$ cat src/hdl/pls_pkg.sv
// ----------------------------------------------------------------------------
// pls_pkg: shared types for the positional list store
// Request and response beats, opcodes, status codes and cell commands.
// ----------------------------------------------------------------------------
package pls_pkg;

  typedef enum logic [2:0] {
    PLS_OP_INS_HEAD = 3'd0,
    PLS_OP_INS_TAIL = 3'd1,
    PLS_OP_INS_POS  = 3'd2,
    PLS_OP_DEL_HEAD = 3'd3,
    PLS_OP_DEL_TAIL = 3'd4,
    PLS_OP_DEL_POS  = 3'd5,
    PLS_OP_DISPLAY  = 3'd6,
    PLS_OP_CLEAR    = 3'd7
  } pls_opcode_t;

  typedef enum logic [1:0] {
    PLS_ST_OK     = 2'd0,
    PLS_ST_EMPTY  = 2'd1,
    PLS_ST_BADPOS = 2'd2,
    PLS_ST_FULL   = 2'd3
  } pls_status_t;

  typedef struct packed {
    pls_opcode_t        opcode;
    logic signed [31:0] value;
    logic [4:0]         position;
  } pls_req_t;

  typedef struct packed {
    pls_status_t        status;
    logic signed [31:0] element;
    logic               last;
  } pls_rsp_t;

  // per-cell move for one cycle
  typedef enum logic [2:0] {
    CELL_HOLD,
    CELL_LOAD,
    CELL_LEFT,
    CELL_RIGHT,
    CELL_HEAD
  } pls_cell_cmd_t;

  // what the whole chain does this cycle
  typedef enum logic [1:0] {
    ACT_NONE,
    ACT_INSERT,
    ACT_REMOVE,
    ACT_ROTATE
  } pls_act_t;

  typedef enum logic {
    PLS_IDLE,
    PLS_DISP
  } pls_state_t;

endpackage

$ cat src/hdl/pls_cell.sv
// ----------------------------------------------------------------------------
// pls_cell: one storage cell of the list chain
// Holds one entry; each cycle it keeps it or takes a neighbor, the new value or the head.
// ----------------------------------------------------------------------------
module pls_cell
  import pls_pkg::*;
(
  input  logic          clk,
  input  pls_cell_cmd_t cmd,
  input  logic [31:0]   left,
  input  logic [31:0]   right,
  input  logic [31:0]   load_value,
  input  logic [31:0]   head,
  output logic [31:0]   q
);

  always_ff @(posedge clk) begin
    case (cmd)
      CELL_LOAD:  q <= load_value;
      CELL_LEFT:  q <= left;
      CELL_RIGHT: q <= right;
      CELL_HEAD:  q <= head;
      default:    q <= q;
    endcase
  end

endmodule

$ cat src/hdl/positional_list_store_core.sv
// ----------------------------------------------------------------------------
// positional_list_store_core: bounded ordered list in a chain of cells
// Insert, delete, display and clear on a list of signed 32-bit entries.
// ----------------------------------------------------------------------------
//  channel | beat type  | handshake            | beats per request
//  req     | pls_req_t  | req_valid/req_ready  | 1
//  rsp     | pls_rsp_t  | rsp_valid/rsp_ready  | 1, or length for a non-empty display
//
//  Insert and delete shift the chain when accepted; clear only resets the
//  length. Display emits length beats, each rotating the chain by one and
//  emitting the head, so the list is back in place after the final beat.
//  req_ready drops during a display and while the response register is full
//  and not being taken. Reset empties the list at once; no clearing pass.
// ----------------------------------------------------------------------------
module positional_list_store_core
  import pls_pkg::*;
#(
  parameter int CAPACITY = 16
) (
  input  logic     clk,
  input  logic     rst,
  input  logic     req_valid,
  output logic     req_ready,
  input  pls_req_t req,
  output logic     rsp_valid,
  input  logic     rsp_ready,
  output pls_rsp_t rsp
);

  localparam int LEN_W = $clog2(CAPACITY + 1);
  localparam int IDX_W = $clog2(CAPACITY);
  localparam int CMP_W = ((LEN_W > 5) ? LEN_W : 5) + 1;

  logic [31:0]         cells [CAPACITY];
  pls_cell_cmd_t       cmd   [CAPACITY];

  pls_state_t          state, state_next;
  logic [LEN_W-1:0]    length, length_next;
  logic [LEN_W-1:0]    cnt, cnt_next;
  logic                rsp_load;
  pls_rsp_t            rsp_next;
  pls_act_t            act;
  logic [IDX_W-1:0]    act_idx;
  logic                slot_free;
  logic                accept;
  logic [CMP_W-1:0]    pos_ext, len_ext;
  logic                full;

  assign slot_free = !rsp_valid || rsp_ready;
  assign req_ready = (state == PLS_IDLE) && slot_free;
  assign accept    = req_valid && req_ready;
  assign pos_ext   = CMP_W'(req.position);
  assign len_ext   = CMP_W'(length);
  assign full      = (length == LEN_W'(CAPACITY));

  always_comb begin
    state_next  = state;
    length_next = length;
    cnt_next    = cnt;
    rsp_load    = 1'b0;
    rsp_next    = '{status: PLS_ST_OK, element: '0, last: 1'b1};
    act         = ACT_NONE;
    act_idx     = '0;
    case (state)
      PLS_IDLE: begin
        if (accept) begin
          rsp_load = 1'b1;
          case (req.opcode)
            PLS_OP_INS_HEAD, PLS_OP_INS_TAIL, PLS_OP_INS_POS: begin
              if (full) begin
                rsp_next.status = PLS_ST_FULL;
              end else if (req.opcode == PLS_OP_INS_HEAD) begin
                act = ACT_INSERT;
              end else if (req.opcode == PLS_OP_INS_TAIL) begin
                act     = ACT_INSERT;
                act_idx = IDX_W'(length);
              end else if (req.position == 5'd0 || pos_ext > len_ext + CMP_W'(1)) begin
                rsp_next.status = PLS_ST_BADPOS;
              end else begin
                act     = ACT_INSERT;
                act_idx = IDX_W'(req.position - 5'd1);
              end
              if (act == ACT_INSERT) begin
                length_next = length + LEN_W'(1);
              end
            end
            PLS_OP_DEL_HEAD, PLS_OP_DEL_TAIL, PLS_OP_DEL_POS: begin
              if (length == '0) begin
                rsp_next.status = PLS_ST_EMPTY;
              end else if (req.opcode == PLS_OP_DEL_HEAD) begin
                act = ACT_REMOVE;
              end else if (req.opcode == PLS_OP_DEL_TAIL) begin
                act     = ACT_REMOVE;
                act_idx = IDX_W'(length - LEN_W'(1));
              end else if (req.position == 5'd0 || pos_ext > len_ext) begin
                rsp_next.status = PLS_ST_BADPOS;
              end else begin
                act     = ACT_REMOVE;
                act_idx = IDX_W'(req.position - 5'd1);
              end
              if (act == ACT_REMOVE) begin
                length_next      = length - LEN_W'(1);
                rsp_next.element = cells[act_idx];
              end
            end
            PLS_OP_DISPLAY: begin
              if (length == '0) begin
                rsp_next.status = PLS_ST_EMPTY;
              end else begin
                act              = ACT_ROTATE;
                rsp_next.element = cells[0];
                rsp_next.last    = (length == LEN_W'(1));
                if (length != LEN_W'(1)) begin
                  state_next = PLS_DISP;
                  cnt_next   = LEN_W'(1);
                end
              end
            end
            default: begin
              // clear
              length_next = '0;
            end
          endcase
        end
      end
      PLS_DISP: begin
        if (slot_free) begin
          rsp_load         = 1'b1;
          act              = ACT_ROTATE;
          rsp_next.element = cells[0];
          rsp_next.last    = (cnt == length - LEN_W'(1));
          cnt_next         = cnt + LEN_W'(1);
          if (rsp_next.last) begin
            state_next = PLS_IDLE;
          end
        end
      end
      default: begin
        state_next = PLS_IDLE;
      end
    endcase
  end

  always_ff @(posedge clk) begin
    if (rst) begin
      state     <= PLS_IDLE;
      length    <= '0;
      cnt       <= '0;
      rsp_valid <= 1'b0;
    end else begin
      state  <= state_next;
      length <= length_next;
      cnt    <= cnt_next;
      if (rsp_load) begin
        rsp_valid <= 1'b1;
      end else if (rsp_ready) begin
        rsp_valid <= 1'b0;
      end
    end
  end

  always_ff @(posedge clk) begin
    if (rsp_load) begin
      rsp <= rsp_next;
    end
  end

  for (genvar i = 0; i < CAPACITY; i++) begin : g_chain
    logic [31:0] left_in, right_in;

    if (i == 0) begin : g_first
      assign left_in = '0;
    end else begin : g_mid_l
      assign left_in = cells[i-1];
    end
    if (i == CAPACITY - 1) begin : g_last
      assign right_in = '0;
    end else begin : g_mid_r
      assign right_in = cells[i+1];
    end

    always_comb begin
      cmd[i] = CELL_HOLD;
      case (act)
        ACT_INSERT: begin
          if (IDX_W'(i) == act_idx) begin
            cmd[i] = CELL_LOAD;
          end else if (IDX_W'(i) > act_idx) begin
            cmd[i] = CELL_LEFT;
          end
        end
        ACT_REMOVE: begin
          if (IDX_W'(i) >= act_idx && LEN_W'(i + 1) < length) begin
            cmd[i] = CELL_RIGHT;
          end
        end
        ACT_ROTATE: begin
          // wrap the head around to the last occupied cell
          if (LEN_W'(i + 1) < length) begin
            cmd[i] = CELL_RIGHT;
          end else if (LEN_W'(i + 1) == length) begin
            cmd[i] = CELL_HEAD;
          end
        end
        default: cmd[i] = CELL_HOLD;
      endcase
    end

    pls_cell u_cell (
      .clk        (clk),
      .cmd        (cmd[i]),
      .left       (left_in),
      .right      (right_in),
      .load_value (req.value),
      .head       (cells[0]),
      .q          (cells[i])
    );
  end

  a_len_bound: assert property (@(posedge clk) disable iff (rst)
    length <= LEN_W'(CAPACITY))
    else $error("list length above capacity");

  a_disp_len_stable: assert property (@(posedge clk) disable iff (rst)
    (state == PLS_DISP) |=> $stable(length))
    else $error("length changed during display");

  a_disp_cnt: assert property (@(posedge clk) disable iff (rst)
    (state == PLS_DISP) |-> (cnt != '0 && cnt < length))
    else $error("display count out of range");

  a_disp_end: assert property (@(posedge clk) disable iff (rst)
    (state == PLS_DISP && slot_free && cnt == length - LEN_W'(1)) |=>
      (state == PLS_IDLE && rsp_valid && rsp.last))
    else $error("display did not end on its final beat");

endmodule
$ cat config.mk
export PLATFORM = sky130hd
export DESIGN_NAME = positional_list_store_core
export DESIGN_NICKNAME = d
export VERILOG_FILES = /design/src/hdl/pls_pkg.sv /design/src/hdl/pls_cell.sv /design/src/hdl/positional_list_store_core.sv
export SDC_FILE = /design/constraint.sdc
export NUM_CORES = 2
export LEC_CHECK = 0
export ABC_AREA = 1
export ABC_CLOCK_PERIOD_IN_PS = 5940
export BUFFER_PORTS_ARGS = -buffer_cell sky130_fd_sc_hd__clkbuf_2
export CAP_MARGIN = 20
export CORE_ASPECT_RATIO = 1.25
export CORE_UTILIZATION = 35
export DETAILED_ROUTE_END_ITERATION = 16
export PLACE_DENSITY = 0.5
export SLEW_MARGIN = 20
export SYNTH_ARGS = -nofsm -noshare
export SYNTH_HDL_FRONTEND = slang
export SYNTH_SLANG_ARGS = --single-unit
export TNS_END_PERCENT = 20
$ cat constraint.sdc
create_clock -name clk -period 5.94 [get_ports clk]
set_input_delay 0.594 -clock clk [delete_from_list [all_inputs] [get_ports clk]]
set_output_delay 0.594 -clock clk [all_outputs]
set_load 0.005 [all_outputs]
# Word level (Yosys, flattened, before mapping)
# Cells that the tools add are included.
word_totals:
  reg_bits: 559
  in_bits: 44
  out_inout_bits: 37
op_classes:
  add_sub_neg: 5
  n_lt_le_gt_ge: 51
  n_eq_ne: 116
  muxes: 186
  bitwise: 4
  reduce_logical: 49
ops:
  columns: ["op", "n"]
  rows:
  - ["$pmux 32 s4", 14]
  - ["$pmux 32 s3", 2]
  - ["$pmux 3 s3", 16]
  - ["$mux 2", 69]
  - ["$bmux 32 s4", 1]
  - ["$eq 3x2->1 const B", 34]
  - ["$mux 33", 3]
  - ["$mux 3", 32]
  - ["$mux 32", 3]
  - ["$pmux 33 s2", 1]
  - ["$pmux 32 s2", 1]
  - ["$reduce_bool 4->1", 14]
  - ["$eq 3x3->1 const B", 18]
  - ["$mux 4", 13]
  - ["$eq 3x1->1 const B", 17]
  - ["$eq 4x5->1 const A", 8]
  - ["$lt 4x5->1 const A", 8]
  - ["$mux 5", 7]
  - ["$eq 4x4->1 const A", 8]
  - ["$ge 4x4->1 const A", 8]
  - ["$gt 4x4->1 const A", 8]
  - ["$eq 3x5->1 const A", 4]
  - ["$lt 3x5->1 const A", 4]
  - ["$logic_and 1x1->1", 18]
  - ["other kinds (49)", 100]

# Longest topological paths before layout
depth:
  word_depth: 19
  depth_mapped: 29
  mapped_depth_nobuf: 28

# Cells and area by module
# A second synthesis with hierarchy kept.
hier_totals:
  cells_unflattened: 6898
  area_unflattened_um2: 46098.0
modules_own_cells:
  columns: ["module", "instances", "cells_each", "area_each_um2", "seq_area_each_um2"]
  rows:
  - ["pls_cell", 16, 320, 2301.0, 960.9]
  - ["positional_list_store_core", 1, 1778, 9282.7, 1291.2]

# Worst setup path before layout
# Ideal clock, no wire load.
synth_path:
  path_type: "reg-to-reg"
  startpoint: "reg length[0]"
  endpoint: "reg g_chain[11].u_cell.q[0] (enable)"
  setup_time_ns: 0.654
  arrival_time_ns: 3.949
  required_ns: 5.286
  slack_ns: 1.337
  path_stages_with_launch: 22
  synth_period_minus_slack_ns: 4.603
  cell_sequence: "dfxtp_1 inv_2 buf_4 ha_1 inv_1 ha_1 nand2_1 nand2_1 nand2_1 nand2_1 nand2_1 nand2_1 nand2_2 nand2_1 a21oi_2 nand2_1 nand2_2 a21oi_1 nand2_1 nand2_1 clkbuf_1 o2111ai_1"
synth_between:
  elab_chain_cells: 18
  word_cells_on_any_way: 60
synth_rtl:
  columns: ["item", "line_no", "rtl"]
  rows:
  - ["start, declared", "positional_list_store_core.sv:38", "logic [LEN_W-1:0] length, length_next;"]
  - ["start signal, assigned", "positional_list_store_core.sv:152", "length <= length_next;"]
  - ["branches (longest 15 deep; another with $add 5x1->6)", null, null]
  - ["$pmux 3 s3 (*)", "positional_list_store_core.sv:184", "case (act)"]
  - ["$eq 3x1->1 (tied with other cells)", "pls_cell.sv:18", "case (cmd)"]
  - ["$reduce_bool 4->1 (no source line) (*)", null, null]
  - ["end signal, assigned", "pls_cell.sv:19", "CELL_LOAD: q <= load_value;"]
  - ["end signal, assigned", "pls_cell.sv:20", "CELL_LEFT: q <= left;"]
  - ["end signal, assigned", "pls_cell.sv:21", "CELL_RIGHT: q <= right;"]
  - ["end, declared", "pls_cell.sv:14", "output logic [31:0] q"]
# Every way passes the cells marked *. The select of a mux whose other input is x is not followed.
# A chain may end at the register's enable or synchronous reset.

# Worst setup path in the final report
layout_path:
  startpoint: "reg length[0]"
  endpoint: "reg g_chain[13].u_cell.q[0] (enable)"
layout_between:
  elab_chain_cells: 18
  word_cells_on_any_way: 60
layout_rtl:
  columns: ["item", "line_no"]
  rows:
  - ["branches (longest 15 deep; another with $add 5x1->6)", null]
  - ["$pmux 3 s3 (*)", "positional_list_store_core.sv:184"]
  - ["$eq 3x1->1 (tied with other cells)", "pls_cell.sv:18"]
  - ["$reduce_bool 4->1 (no source line) (*)", null]
  - ["end signal, assigned", "pls_cell.sv:19"]
  - ["end signal, assigned", "pls_cell.sv:20"]
  - ["end signal, assigned", "pls_cell.sv:21"]
  - ["end, declared", "pls_cell.sv:14"]
# Marks and branches as above.

==> flow_summary.json <==
{
  "outcome": "complete, but fails checks",
  "violations": "design-rule violations",
  "post-route-period-util_pct": 88.22,
  "grt_pass1_wl_um": 281900,
  "powerDensity_nw_per_um2": 317.8,
  "tightest_slew_ps": 1195,
  "hold_ws_ps": 253.4,
  "hp-start": "rst",
  "rsz0062_at_grt": "false",
  "vias": 41591,
  "crit_top_cell": "nand2_1",
  "vdd_drop_max_v": 0.0002500,
  "avgRoutedWirePerCell_um": 28.82,
  "met2_usage_pct": 55.48,
  "top_usage_layer": "met2",
  "cts_setup_buffers": 0,
  "finalSetupViolCount": 0,
  "gp_congestion": 0.9333,
  "seq_area_frac_synth_pct": 42.49,
  "synthDistinctLibCells": 45,
  "clock-skew-final_ps": 24.48,
  "drive_above_1_share_pct": 7.965,
  "insertion_delay_ps": 680,
  "hold_violations": 0,
  "hold_path_end": "state$_SDFF_PP0_",
  "die_w_um": 301.4,
  "grt_max_degree": 126,
  "worstPathRequired_ps": 6320,
  "slew_headroom_pct": 20.07,
  "cts_hold_buf": 0,
  "min_period_ps": 5240,
  "cts-root-buf": "clkbuf_16",
  "finalSetupTns_ps": 0,
  "detail_route.iter0.violations": 5403,
  "synth_top_area_share_pct": 41.88,
  "synth_area_leaders": "edfxtp_1, nand2_1, nand3_1",
  "grt.total_usage_pct": 34.50,
  "io_pins": 81,
  "synthCells": 5595,
  "cp-end-kind": "register",
  "grt_overflow_total": 0,
  "cts_buffers": 71,
  "hold_path_depth": 2,
  "multi_input_area_um2": 19240,
  "dieArea_um2": 113400,
  "worstPathArrival_ps": 5620,
  "synth_area_um2": 39220,
  "initial_core_util_pct": 35.46,
  "firstDrtPassIters": 13,
  "grt_pass1_vias": 38745,
  "drc": 4,
  "total_power_mw": 13.71,
  "maxCapViolations": 0,
  "ctsHtreeMaxLevel": 3,
  "slowest_delay_ps": 850,
  "coreArea_um2": 110600,
  "dieHeight_um": 376.3,
  "io_buffers": 80,
  "rows": 136,
  "area_delta_synth_final_pct": 10.03,
  "post_cts_resized": 0,
  "max_freq_mhz": 190.8,
  "synth_top_area_cell": "edfxtp_1",
  "reg2reg_from": "length[0]$_SDFFE_PP0P_",
  "gr-usage-met1_pct": 42.37,
  "drt-vias-per-instance": 6.025,
  "instances_no_fill": 6903,
  "crit_type": "reg2reg",
  "dp_cells": 6770,
  "routed_wl_um": 199000,
  "grt_util_met3_pct": 6.762,
  "crit_chain": "inv_2 > nor2_2 > inv_1 > nand2_1 > nand2_1 > ha_1 > nand2_1 > inv_1 > nand2_1 > nand2_1 > nand2_1 > nand2_1 > nand2_2 > nand2_1 > a21oi_2 > nand2_1 > nand2_2 > nand2_4 > nand2_8 > nand2_2 > inv_2 > nand2_2 > nand3_2 > buf_4",
  "syn_area_per_cell_um2": 7.010,
  "r2r_end": "g_chain[13].u_cell.q[0]$_DFFE_PP_",
  "cpMaxStageDelayCell": "nand3_2",
  "antenna_found_initial": 7,
  "syn_nets": 5656,
  "crit_path_max_fanout": 16,
  "drv_slew": 0,
  "hpwl_um": 120000,
  "cts.clk_slew.worst_paths_ps": 60,
  "ys_ff_latch": 559,
  "rrSetupSlack_ps": 700,
  "fin_nets": 5457,
  "cts_tree": "done",
  "num-fill-cells": 11649,
  "seq_area_um2": 16670,
  "startpoint_type": "register",
  "yosys_warnings": 0,
  "reg2reg_depth": 24,
  "p_leak_nw": 18.59,
  "clock-sinks": 559,
  "fin_util_pct": 39.02,
  "clockBufferDepth": 3,
  "min_path_type": "in2reg",
  "ant_nets": 0
}
[registers in the layout, indices dropped and copies added (netlist names)]
signal            count
cnt                   5
rsp                  35
rsp_valid             1
g_chain.u_cell.q    512
length                5
state                 1
[layout make-up]
class / instances / share of cell area, %
Clock buffer: 91 / 4.340
Sequential cell: 559 / 38.62
Tap cell: 1449 / 4.201
Antenna cell: 5 / 0.02899
Inverter: 431 / 3.769
Multi-Input combinational cell: 4119 / 44.58
Timing Repair Buffer: 214 / 3.902
Clock inverter: 35 / 0.5596
[cell families (layout without fill, tap and decap cells)]
| family | count (synthesis) | in the layout | synth area share (%) |
|---|---|---|---|
| xor gates and xnor gates | 9 | 9 | 0.2010 |
| adders and majority gates | 17 | 17 | 0.5423 |
| and+or+nand+nor | 3300 | 3300 | 36.35 |
| AOI/OAI and AO/OA | 793 | 793 | 11.04 |
| DFF | 559 | 559 | 42.49 |
| buffers and inverters | 917 | 771 | 9.379 |
| other | 0 | 5 | 0 |
[placed cells by master (no fill, tap or decap), types with 6 or more instances in the layout]
cell       netlist  final
nand3_1        570    558
inv_1          367    364
a21oi_1        254    254
clkbuf_2         1     80
nand3b_1        24     24
clkbuf_16        0     72
edfxtp_1       547    547
nand2_4          4      7
nor3_1           7      7
o21ai_0        277    277
xor2_1           6      6
o21ai_1         98     98
nor2_1         570    565
buf_12           0     19
nand3_2          0      8
nand2_2         15     36
nand4_1        327    327
nand2_1       1754   1730
inv_2           30     30
ha_1            17     17
o22ai_1         57     57
dfxtp_1         12     12
clkinv_2         0     10
clkinv_1        33     52
buf_4           14    113
o211ai_1        89     89
clkbuf_1       255     19
nor2_4           4     19
[worst max-delay path, delay by kind of cell, from the launching register on]
kind,cells,cell delay [ps]
buffers and inverters,5,1130
AOI/OAI and AO/OA,1,70
adders and majority gates,1,310
and+or+nand+nor,17,2890
DFF,1,520
[layer usage]
layer  vias up  routed length, µm
li1      18447                  -
met1     19908              75340
met4         8              13460
met5         -                126
met2      2565              90910
met3       663              19130
[Yosys cell counts (all sizes together)]
master,n
o22ai,57
a211oi,5
nand2,1774
a221oi,1
o21bai,1
dfxtp,12
clkbuf,256
nor4,1
xnor2,3
xor2,6
o2111ai,4
and3,1
buf,230
o211ai,89
a21oi,257
nor3,12
nor2,590
nand3b,24
o21ai,377
nand4,327
nand3,570
or3,1
clkinv,33
edfxtp,547
a31oi,2
ha,17
inv,398
[where the power goes]
group | switching (mW) | internal [mW] | leakage (nW)
registers | 0.374 | 5.04 | 5.16
clock network | 1.90 | 2.32 | 1.03
logic | 3.06 | 1.01 | 12.4
[worst max path at each step]
stage,start,endpoint,slack (ps)
after floorplan,length[0]$_SDFFE_PP0P_,g_chain[11].u_cell.q[0]$_DFFE_PP_,1340
after global placement,length[0]$_SDFFE_PP0P_,g_chain[14].u_cell.q[22]$_DFFE_PP_,690
after detailed placement,length[0]$_SDFFE_PP0P_,g_chain[14].u_cell.q[22]$_DFFE_PP_,740
after CTS,length[0]$_SDFFE_PP0P_,g_chain[14].u_cell.q[22]$_DFFE_PP_,740
after global routing,length[0]$_SDFFE_PP0P_,g_chain[14].u_cell.q[22]$_DFFE_PP_,500
final,length[0]$_SDFFE_PP0P_,g_chain[13].u_cell.q[0]$_DFFE_PP_,700
[per-stage QoR]
step	worst slack (ps)	area, µm²
5_1_grt	497.8	43140
6_report	699.9	43160
3_5_place_dp	738.6	40970
2_1_floorplan	1337	39220
3_3_place_gp	685.6	40970
4_1_cts	736.3	43090
No activity file was read; power rests on OpenSTA's default activity.
